===== src/design/okvt_pkg.sv =====
// Package for the ordered key/value table.
// Holds table sizes, request kinds and the control struct driven into the cell row.
// No dependencies.
package okvt_pkg;

  localparam int TABLE_DEPTH = 16;
  localparam int KEY_BITS    = 32;
  localparam int VALUE_BITS  = 32;
  localparam int COUNT_W     = $clog2(TABLE_DEPTH + 1);

  typedef enum logic [1:0] {
    KIND_LOOKUP = 2'd0,
    KIND_SET    = 2'd1,
    KIND_DELETE = 2'd2
  } kind_t;

  typedef struct packed {
    logic                  en;
    logic [1:0]            kind;
    logic [KEY_BITS-1:0]   key;
    logic [VALUE_BITS-1:0] value;
    logic                  hit;
  } cell_ctrl_t;

endpackage


===== src/design/okvt_ifs.sv =====
// Request and result channel interfaces of the ordered key/value table.
// Depends on okvt_pkg for field widths.
interface okvt_in_if;
  import okvt_pkg::*;
  logic                  valid;
  logic                  ready;
  logic [1:0]            kind;
  logic [KEY_BITS-1:0]   key;
  logic [VALUE_BITS-1:0] value;
  modport source (output valid, output kind, output key, output value, input ready);
  modport sink   (input valid, input kind, input key, input value, output ready);
endinterface

interface okvt_out_if;
  import okvt_pkg::*;
  logic                  valid;
  logic                  ready;
  logic                  found;
  logic [VALUE_BITS-1:0] value_out;
  logic [COUNT_W-1:0]    entry_count;
  logic                  dropped;
  modport source (output valid, output found, output value_out, output entry_count,
                  output dropped, input ready);
  modport sink   (input valid, input found, input value_out, input entry_count,
                  input dropped, output ready);
endinterface


===== src/design/okvt_cell.sv =====
// One cell of the table row: holds a key/value pair and its valid bit.
// Compares its key, passes the delete shift and value result to the next cell.
// Depends on okvt_pkg.
module okvt_cell (
  input  logic                            clk,
  input  logic                            rst_n,
  input  okvt_pkg::cell_ctrl_t            ctrl,
  input  logic                            prev_valid,
  input  logic [okvt_pkg::KEY_BITS-1:0]   next_key,
  input  logic [okvt_pkg::VALUE_BITS-1:0] next_value,
  input  logic                            next_valid,
  input  logic                            shift_in,
  input  logic [okvt_pkg::VALUE_BITS-1:0] vacc_in,
  output logic [okvt_pkg::KEY_BITS-1:0]   key_q,
  output logic [okvt_pkg::VALUE_BITS-1:0] value_q,
  output logic                            valid_q,
  output logic                            shift_out,
  output logic [okvt_pkg::VALUE_BITS-1:0] vacc_out
);
  import okvt_pkg::*;

  logic [KEY_BITS-1:0]   key_r, key_nxt;
  logic [VALUE_BITS-1:0] value_r, value_nxt;
  logic                  valid_r, valid_nxt;
  logic                  kind_ok;
  logic                  match;

  assign kind_ok   = (ctrl.kind == KIND_LOOKUP) || (ctrl.kind == KIND_SET) ||
                     (ctrl.kind == KIND_DELETE);
  assign match     = valid_r && kind_ok && (key_r == ctrl.key);
  assign shift_out = shift_in | match;
  assign vacc_out  = vacc_in | (match ? value_r : '0);
  assign key_q     = key_r;
  assign value_q   = value_r;
  assign valid_q   = valid_r;

  always_comb begin
    key_nxt   = key_r;
    value_nxt = value_r;
    valid_nxt = valid_r;
    if (ctrl.en) begin
      case (ctrl.kind)
        KIND_SET: begin
          if (ctrl.hit && match) begin
            value_nxt = ctrl.value;
          end else if (!ctrl.hit && !valid_r && prev_valid) begin
            key_nxt   = ctrl.key;
            value_nxt = ctrl.value;
            valid_nxt = 1'b1;
          end
        end
        KIND_DELETE: begin
          if (ctrl.hit && shift_out) begin
            key_nxt   = next_key;
            value_nxt = next_value;
            valid_nxt = next_valid;
          end
        end
        default: ;
      endcase
    end
  end

  always_ff @(posedge clk) begin
    key_r   <= key_nxt;
    value_r <= value_nxt;
    if (!rst_n) begin
      valid_r <= 1'b0;
    end else begin
      valid_r <= valid_nxt;
    end
  end

endmodule


===== src/design/ordered_key_value_table.sv =====
// Top level of the ordered key/value table: request register, cell row, result register.
// Depends on okvt_pkg, okvt_ifs and okvt_cell.
//
//   channel   | dir | payload
//   in_chan   | in  | kind, key, value
//   out_chan  | out | found, value_out, entry_count, dropped
//
// One request per cycle sustained unless the result stalls; an accepted request is
// first held in the request register, then the cell row updates and result registers.
// The cell row compares all keys combinationally and shifts on delete in the same cycle.
// Reset clears the valid bits, the entry count and both handshake stages.
// A stalled result holds the request register; in_chan.ready drops until it drains.
module ordered_key_value_table (
  input  logic        clk,
  input  logic        rst_n,
  okvt_in_if.sink     in_chan,
  okvt_out_if.source  out_chan
);
  import okvt_pkg::*;

  logic                  req_vld_r, req_vld_nxt;
  logic [1:0]            req_kind_r;
  logic [KEY_BITS-1:0]   req_key_r;
  logic [VALUE_BITS-1:0] req_value_r;

  logic                  out_vld_r, out_vld_nxt;
  logic                  found_r;
  logic [VALUE_BITS-1:0] vout_r;
  logic [COUNT_W-1:0]    cnt_out_r;
  logic                  dropped_r;

  logic [COUNT_W-1:0]    count_r, count_nxt;

  logic                  exec;
  logic                  accept;
  logic                  hit;
  logic                  full;
  logic                  drop;
  cell_ctrl_t            ctrl;

  logic [KEY_BITS-1:0]   keys   [TABLE_DEPTH];
  logic [VALUE_BITS-1:0] values [TABLE_DEPTH];
  logic [TABLE_DEPTH-1:0] valids;
  logic [TABLE_DEPTH:0]  shift;
  logic [VALUE_BITS-1:0] vacc [TABLE_DEPTH+1];

  assign exec          = req_vld_r && (!out_vld_r || out_chan.ready);
  assign in_chan.ready = !req_vld_r || exec;
  assign accept        = in_chan.valid && in_chan.ready;

  assign shift[0] = 1'b0;
  assign vacc[0]  = '0;
  assign hit      = shift[TABLE_DEPTH];
  assign full     = valids[TABLE_DEPTH-1];
  assign drop     = (req_kind_r == KIND_SET) && !hit && full;

  assign ctrl.en    = exec;
  assign ctrl.kind  = req_kind_r;
  assign ctrl.key   = req_key_r;
  assign ctrl.value = req_value_r;
  assign ctrl.hit   = hit;

  for (genvar i = 0; i < TABLE_DEPTH; i++) begin : g_cell
    logic                  prev_v;
    logic [KEY_BITS-1:0]   nk;
    logic [VALUE_BITS-1:0] nv;
    logic                  nvld;
    if (i == 0) begin : g_first
      assign prev_v = 1'b1;
    end else begin : g_mid
      assign prev_v = valids[i-1];
    end
    if (i == TABLE_DEPTH-1) begin : g_last
      assign nk   = '0;
      assign nv   = '0;
      assign nvld = 1'b0;
    end else begin : g_inner
      assign nk   = keys[i+1];
      assign nv   = values[i+1];
      assign nvld = valids[i+1];
    end
    okvt_cell u_cell (
      .clk        (clk),
      .rst_n      (rst_n),
      .ctrl       (ctrl),
      .prev_valid (prev_v),
      .next_key   (nk),
      .next_value (nv),
      .next_valid (nvld),
      .shift_in   (shift[i]),
      .vacc_in    (vacc[i]),
      .key_q      (keys[i]),
      .value_q    (values[i]),
      .valid_q    (valids[i]),
      .shift_out  (shift[i+1]),
      .vacc_out   (vacc[i+1])
    );
  end

  always_comb begin
    count_nxt = count_r;
    if (exec) begin
      case (req_kind_r)
        KIND_SET: begin
          if (!hit && !full) begin
            count_nxt = count_r + COUNT_W'(1);
          end
        end
        KIND_DELETE: begin
          if (hit) begin
            count_nxt = count_r - COUNT_W'(1);
          end
        end
        default: ;
      endcase
    end
  end

  always_comb begin
    req_vld_nxt = req_vld_r;
    if (accept) begin
      req_vld_nxt = 1'b1;
    end else if (exec) begin
      req_vld_nxt = 1'b0;
    end
    out_vld_nxt = out_vld_r;
    if (exec) begin
      out_vld_nxt = 1'b1;
    end else if (out_chan.ready) begin
      out_vld_nxt = 1'b0;
    end
  end

  always_ff @(posedge clk) begin
    if (accept) begin
      req_kind_r  <= in_chan.kind;
      req_key_r   <= in_chan.key;
      req_value_r <= in_chan.value;
    end
    if (exec) begin
      found_r   <= hit;
      vout_r    <= vacc[TABLE_DEPTH];
      cnt_out_r <= count_nxt;
      dropped_r <= drop;
    end
    if (!rst_n) begin
      req_vld_r <= 1'b0;
      out_vld_r <= 1'b0;
      count_r   <= '0;
    end else begin
      req_vld_r <= req_vld_nxt;
      out_vld_r <= out_vld_nxt;
      count_r   <= count_nxt;
    end
  end

  assign out_chan.valid       = out_vld_r;
  assign out_chan.found       = found_r;
  assign out_chan.value_out   = vout_r;
  assign out_chan.entry_count = cnt_out_r;
  assign out_chan.dropped     = dropped_r;

endmodule

===== src/flat_wrapper.sv =====
// flat-port wrapper written by rule: the top's interface ports become plain ports
module ordered_key_value_table_flat import okvt_pkg::*;
  (clk, rst_n, in_chan_valid, in_chan_kind, in_chan_key, in_chan_value, in_chan_ready, out_chan_valid, out_chan_found, out_chan_value_out, out_chan_entry_count, out_chan_dropped, out_chan_ready);
  okvt_in_if in_chan_i ();
  okvt_out_if out_chan_i ();
  input  logic clk;
  input  logic rst_n;
  input wire logic [$bits(in_chan_i.valid)-1:0] in_chan_valid;
  input wire logic [$bits(in_chan_i.kind)-1:0] in_chan_kind;
  input wire logic [$bits(in_chan_i.key)-1:0] in_chan_key;
  input wire logic [$bits(in_chan_i.value)-1:0] in_chan_value;
  output wire logic [$bits(in_chan_i.ready)-1:0] in_chan_ready;
  output wire logic [$bits(out_chan_i.valid)-1:0] out_chan_valid;
  output wire logic [$bits(out_chan_i.found)-1:0] out_chan_found;
  output wire logic [$bits(out_chan_i.value_out)-1:0] out_chan_value_out;
  output wire logic [$bits(out_chan_i.entry_count)-1:0] out_chan_entry_count;
  output wire logic [$bits(out_chan_i.dropped)-1:0] out_chan_dropped;
  input wire logic [$bits(out_chan_i.ready)-1:0] out_chan_ready;
  assign in_chan_i.valid = in_chan_valid;
  assign in_chan_i.kind = in_chan_kind;
  assign in_chan_i.key = in_chan_key;
  assign in_chan_i.value = in_chan_value;
  assign in_chan_ready = in_chan_i.ready;
  assign out_chan_valid = out_chan_i.valid;
  assign out_chan_found = out_chan_i.found;
  assign out_chan_value_out = out_chan_i.value_out;
  assign out_chan_entry_count = out_chan_i.entry_count;
  assign out_chan_dropped = out_chan_i.dropped;
  assign out_chan_i.ready = out_chan_ready;
  ordered_key_value_table u_core (.clk(clk), .rst_n(rst_n), .in_chan(in_chan_i), .out_chan(out_chan_i));
endmodule

===== config.mk =====
export PLATFORM = sky130hd
export DESIGN_NAME = ordered_key_value_table_flat
export DESIGN_NICKNAME = d
export VERILOG_FILES = /design/src/design/okvt_pkg.sv /design/src/design/okvt_ifs.sv /design/src/design/okvt_cell.sv /design/src/design/ordered_key_value_table.sv /design/src/flat_wrapper.sv
export SDC_FILE = /design/constraint.sdc
export NUM_CORES = 2
export LEC_CHECK = 0
export BUFFER_PORTS_ARGS = -buffer_cell sky130_fd_sc_hd__buf_2
export CORE_AREA = 2 2 347 349
export CTS_CLUSTER_SIZE = 28
export DETAILED_ROUTE_END_ITERATION = 7
export DIE_AREA = 0 0 349 351
export PLACE_DENSITY_LB_ADDON = 0.12
export SYNTH_ARGS = -nofsm -noshare
export SYNTH_HDL_FRONTEND = slang
export SYNTH_SLANG_ARGS = --single-unit
export TNS_END_PERCENT = 10

===== constraint.sdc =====
create_clock -name clk -period 5.3 [get_ports clk]
set_input_delay 0.53 -clock clk [delete_from_list [all_inputs] [get_ports clk]]
set_output_delay 0.53 -clock clk [all_outputs]
set_load 0.02 [all_outputs]

Word-level counts from Yosys, hierarchy flattened
Cells that the tools add are included.

Flip-flop bits (word level): 1152.

Add/sub/neg operators: 2. Eq/ne operators: 82. Muxes and demuxes: 215. Bitwise gates (word level): 30. Reductions and logical operators: 156.

Operators by type and width (number): 32-bit two-way mux (111); 32-bit case mux with 2 select lines (32); 32-bit equality test (16); 32-bit OR (15); 1-bit logical AND (97); 2-bit != test (second input constant) (47); 5-bit AND reduction (16); 4-bit AND reduction (16); 1-bit two-way mux (52); 3-bit != test (second input constant) (16); 1-bit case mux with 2 select lines (16); 1-bit zero test (19); 5-bit two-way mux (3); 1-bit OR (15); 5-bit case mux with 2 select lines (1); 2-bit nonzero test (3); 5-bit by 1-bit adder with 5-bit output (second input constant) (1); 5-bit by 1-bit subtractor with 5-bit output (second input constant) (1); 1-bit logical OR (4); 2-bit by 1-bit equality test with 1-bit output (second input constant) (1); 2-bit equality test (second input constant) (1); 2-bit zero test (1); 2-bit by 1-bit != test with 1-bit output (second input constant) (1).

Logic depth before layout (Yosys ltp)
Word-level depth: 26. Depth in mapped cells: 14.

Hierarchy
From an unflattened synthesis, not the netlist that was laid out.

Cell total of the unflattened synthesis: 4421. Area total of the unflattened synthesis: 61610.3 um^2.

Modules (own cells, without submodules): okvt_cell (u_core.g_cell[10].u_cell ...) (times used 15, cells an instance 265, area an instance 3617.2 um^2, sequential area each 1941.9 um^2); ordered_key_value_table (times used 1, cells an instance 188, area an instance 3752.3 um^2, sequential area each 3293.2 um^2); okvt_cell (u_core.g_cell[0].u_cell) (times used 1, cells an instance 258, area an instance 3599.7 um^2, sequential area each 1941.9 um^2).

Worst setup path after synthesis
OpenSTA, ideal clock, no wires.

Kind: reg-to-reg. Start point: reg u_core.req_key_r[15]. End point: reg u_core.g_cell[15].u_cell.key_r[0] (enable). Arrival time: 4.667 ns. Required time: 4.829 ns. Setup slack: 0.163 ns. Cell stages (with the launch flop): 13. Buffers on the path: 4. Cell sequence: edfxtp_1 > buf_6 > buf_12 > xnor2_1 > nand4_1 > nor4_1 > and3_1 > buf_6 > nor4_4 > nand4_4 > buf_6 > o41ai_2 > nor3b_1.

Word-level cells in the longest chain between the ends: 22.

RTL lines: from (decl) (RTL line ordered_key_value_table.sv:23) `logic [KEY_BITS-1:0] req_key_r;`; from (signal assigned) (RTL line ordered_key_value_table.sv:137) `req_key_r <= in_chan.key;`; 32-bit equality test (RTL line okvt_cell.sv:30) `assign match = valid_r && kind_ok && (key_r == ctrl.key);`; 1-bit logical AND (RTL line okvt_cell.sv:30); 1-bit OR (15 in a row) (RTL line okvt_cell.sv:31) `assign shift_out = shift_in | match;`; 1-bit zero test (RTL line okvt_cell.sv:46) `end else if (!ctrl.hit && !valid_r && prev_valid) begin`; 1-bit logical AND (2 in a row) (RTL line okvt_cell.sv:46); 2-bit != test (no line); 5-bit AND reduction (no line) *; to (signal assigned) (RTL line okvt_cell.sv:65) `key_r <= key_nxt;`; to (decl) (RTL line okvt_cell.sv:22) `logic [KEY_BITS-1:0] key_r, key_nxt;`.

Mark *: on every way between the ends. The rest lies on a longest branch, timed or not. A chain may end at the register's enable or synchronous reset.

Final worst setup path
Start point: reg u_core.req_key_r[15]. End point: reg u_core.g_cell[5].u_cell.value_r[0] (enable).

Word-level cells in the longest chain between the ends: 22.

RTL lines: 32-bit equality test (RTL line okvt_cell.sv:30); 1-bit logical AND (RTL line okvt_cell.sv:30); 1-bit OR (15 in a row) (RTL line okvt_cell.sv:31); 1-bit zero test (RTL line okvt_cell.sv:46); 1-bit logical AND (2 in a row) (RTL line okvt_cell.sv:46); 3-bit != test (no line); 4-bit AND reduction (no line) *; to (signal assigned) (RTL line okvt_cell.sv:66) `value_r <= value_nxt;`; to (decl) (RTL line okvt_cell.sv:23) `logic [VALUE_BITS-1:0] value_r, value_nxt;`.

Marked as above.

==> summary.md <==
| Metric | Value |
|---|---|
| Max clock buf depth | `3` |
| Setup Buffers After CTS | `0` |
| Yosys cell types | `60` |
| Antenna diode count | `0` |
| FMAX | `210.9 MHz` |
| Syn nets | `4811` |
| Async SR Flop Fraction | `0%` |
| First-pass GRT wire length | `238500 um` |
| Max transition margin | `8.506%` |
| CTS tree | `yes` |
| Via Count | `36240` |
| Drt via density | `5.588` |
| Hold Crit Class | `input port to register` |
| Top cell type by total area after synthesis | `edfxtp_1` |
| Drt pass-1 iters | `6` |
| Num CTS Buffers | `132` |
| Antenna violations before repair | `1` |
| Top post-synthesis cells by count | `2008 x nand2_1, 1129 x edfxtp_1, 327 x xor2_1, 228 x clkbuf_1, 182 x xnor2_1` |
| Post-cts sizing count | `0` |
| Overflow after GRT | `0` |
| Post-Place Cells | `6188` |
| Pre-CTS setup slack | `609.6 ps` |
| Chip height | `351 um` |
| Most frequent cell after synthesis | `nand2_1` |
| Synth Area per Inst | `11.24 um2` |
| Final wirelength | `164400 um` |
| Drt wl/cell | `25.35 um` |
| Worst EP required | `5800 ps` |
| Gr usage total | `26.77%` |
| Full die area | `122500 um2` |
| IO Port Bufs | `110` |
| Placed Area | `55430 um2` |
| Detail Route Antenna Nets | `0` |
| Static Leak | `23.16 nW` |
| Power Dens Cells | `349.5 nW/um2` |
| Final worst path period need | `4741 ps` |
| Seq/Total Area, Yosys | `64.53%` |
| Nets | `4914` |
| Area grow syn2layout | `13.10%` |
| Detail Placement HPWL | `103500 um` |
| Clock sinks | `1152` |
| Final slew viol count | `0` |
| Final count of negative-setup-slack endpoints | `0` |
| Worst-Skew Late Latency | `780 ps` |
| Setup_tns | `0 ps` |
| EDFF count, synth | `1129` |
| Synthesis-stage register bit count | `1152` |
| Top-Level Pins | `111` |
| Crit path top cell by count | `buf_12` |
| Synthesized instance count | `4736` |
| Fin Clk Skew | `27.88 ps` |
| Post-synth top area share | `63.67%` |
| Worst Max-Slew Pin Slew | `1372 ps` |
| Crit path largest cell delay | `810 ps` |
| DRC viols | `0` |
| Worst Slack Setup Final | `558.8 ps` |
| Non-Filler Instances | `6485` |
| Share of layout cells above drive strength 1 | `9.176%` |
| Hold-fix buffers at CTS | `65` |
| FILL cells | `10630` |
| H-Tree Depth | `4` |
| Reg clk slew, reported paths | `60 ps` |
| Die Width | `349 um` |
| Dominant synthesized flop cell | `edfxtp_1` |
| Hold WS | `45.25 ps` |
| Clock root cell | `clkbuf_16` |
| Row count | `127` |
| Netlist Area Pre-Place | `53250 um2` |
| CP max stage cell | `edfxtp_1` |
| Status | `completed` |
| Number of global-route vias before repair | `34820` |
| Max-cap viol count | `0` |
| Crit-path max FO | `38` |
| Drt initial violations | `4168` |
| Largest net degree at the start of global routing | `238` |
| Unrepaired setup endpoints after global routing | `false` |
| Initial Util | `44.74%` |
| Hold Vio Cnt, Final | `0` |
| VDD IR-drop max | `321.6 uV` |
| Synth top area cells | `edfxtp_1 64%, nand2_1 14%, xor2_1 5.4%, xnor2_1 3.0%, a221oi_1 2.1%` |
| Period Utilization, post-route | `89.46%` |
| CP Cell Sequence | `buf_4, xor2_1, nor4_1, nand4_1, nor3_2, buf_12, nor2_1, nand4_4, o41a_1, a21oi_1, o21a_2, buf_12` |
| Core ar. | `119000 um2` |
| Critical path capture point type | `register` |
| Critical path class | `register to register` |
| Post-route cell area | `60220 um2` |
| Worst setup SP type | `register` |
| Crit path arrival time | `5240 ps` |
| Synth Warn # | `0` |
| GPL Wtd Cong | `0.8814` |
cell families (layout without fill, tap and decap cells):
group                      after synthesis  count (layout)  synth area share [%]
AOI/OAI and AO/OA                      351             351                 5.543
xor gates and xnor gates               509             509                 8.372
adders and majority gates                5               5                0.1175
buffers and inverters                  407             608                 3.478
DFF                                   1152            1152                 64.53
muxes                                   11              11                0.2068
and+or+nand+nor                       2301            2301                 17.75
placed cells by master (no fill, tap or decap), types with 7 or more instances in the layout:
cell type         n
clkinv_2         17
or3_1             8
a21oi_1          17
buf_12           17
o21a_2            7
clkbuf_1         30
dfxtp_1          23
nand4_1          90
nor4_1           86
nor3_2            7
clkbuf_16       136
edfxtp_1       1129
o21ai_0          19
buf_2           110
buf_4            88
nor3_1           17
nand3_1          17
nor2_1           15
inv_1            93
bufinv_16         9
a221oi_1        129
nand2_1        2008
mux2i_1          11
xor2_1          327
nor4_4            7
xnor2_1         182
a22o_1          128
dlygate4sd3_1    65
clkinv_1         26
metrics by stage:
| stage | power, mW | utilization, % |
|---|---|---|
| floorplan | 11.66 | - |
| global placement | 12.26 | 46.58 |
| detailed placement | 12.28 | 46.58 |
| CTS | 21.18 | 50.60 |
| global route | 21.69 | 50.60 |
| finish | 21.05 | 50.60 |
area by class of cell:
cell class / count / area [um2] / area share [%]
clock inverter: 65 / 605.6 / 1.006
inverter: 96 / 362.8 / 0.6025
timing repair buffer: 280 / 2202 / 3.657
tap: 1548 / 1937 / 3.216
multi-input combinational: 3177 / 17220 / 28.60
sequential: 1152 / 34360 / 57.06
clock buffer: 167 / 3530 / 5.861
state kept, by name, indices dropped and copies added, names as in the netlist:
register / flops
u_core.out_chan.valid: 1
u_core.out_chan.value_out: 32
u_core.req_kind_r: 2
u_core.req_vld_r: 1
u_core.g_cell.u_cell.value_q: 512
u_core.g_cell.u_cell.key_q: 512
u_core.out_chan.dropped: 1
u_core.g_cell.u_cell.valid_q: 16
u_core.req_value_r: 32
u_core.out_chan.found: 1
u_core.out_chan.entry_count: 5
u_core.count_r: 5
u_core.req_key_r: 32
critical path, delay by kind of cell (launching register included):
kind	cells	cell delay (ps)
xor+xnor	1	120
simple gates	5	1710
compound gates	3	780
buf+inv	3	950
flops	1	810
power breakdown:
group          internal (mW)  switching (mW)
Combinational          0.459            1.07
Sequential              10.4           0.210
Clock                   5.15            3.76
worst paths after layout:
kind | from | endpoint | slack [ps] | cells after the start
min reg2reg | u_core.g_cell[12].u_cell.valid_q | u_core.g_cell[12].u_cell.valid_q | 490 | 2
max | u_core.req_key_r[15] | u_core.g_cell[5].u_cell.value_q[0] | 560 | 12
max reg2reg | u_core.req_key_r[15] | u_core.g_cell[5].u_cell.value_q[0] | 560 | 12
min | in_chan_kind[1] | u_core.req_kind_r[1] | 50 | 1
layer usage:
| metal | up-vias | part of all wire, % | track usage (%) |
|---|---|---|---|
| met2 | 1547 | 44 | 40.53 |
| met3 | 284 | 7.0 | 4.273 |
| met4 | 0 | 3.3 | 9.289 |
| met1 | 17820 | 45 | 39.18 |
| li1 | 16590 | - | - |
| met5 | - | 0 | 0 |
Note: power is estimated with default switching activity, not from simulation.
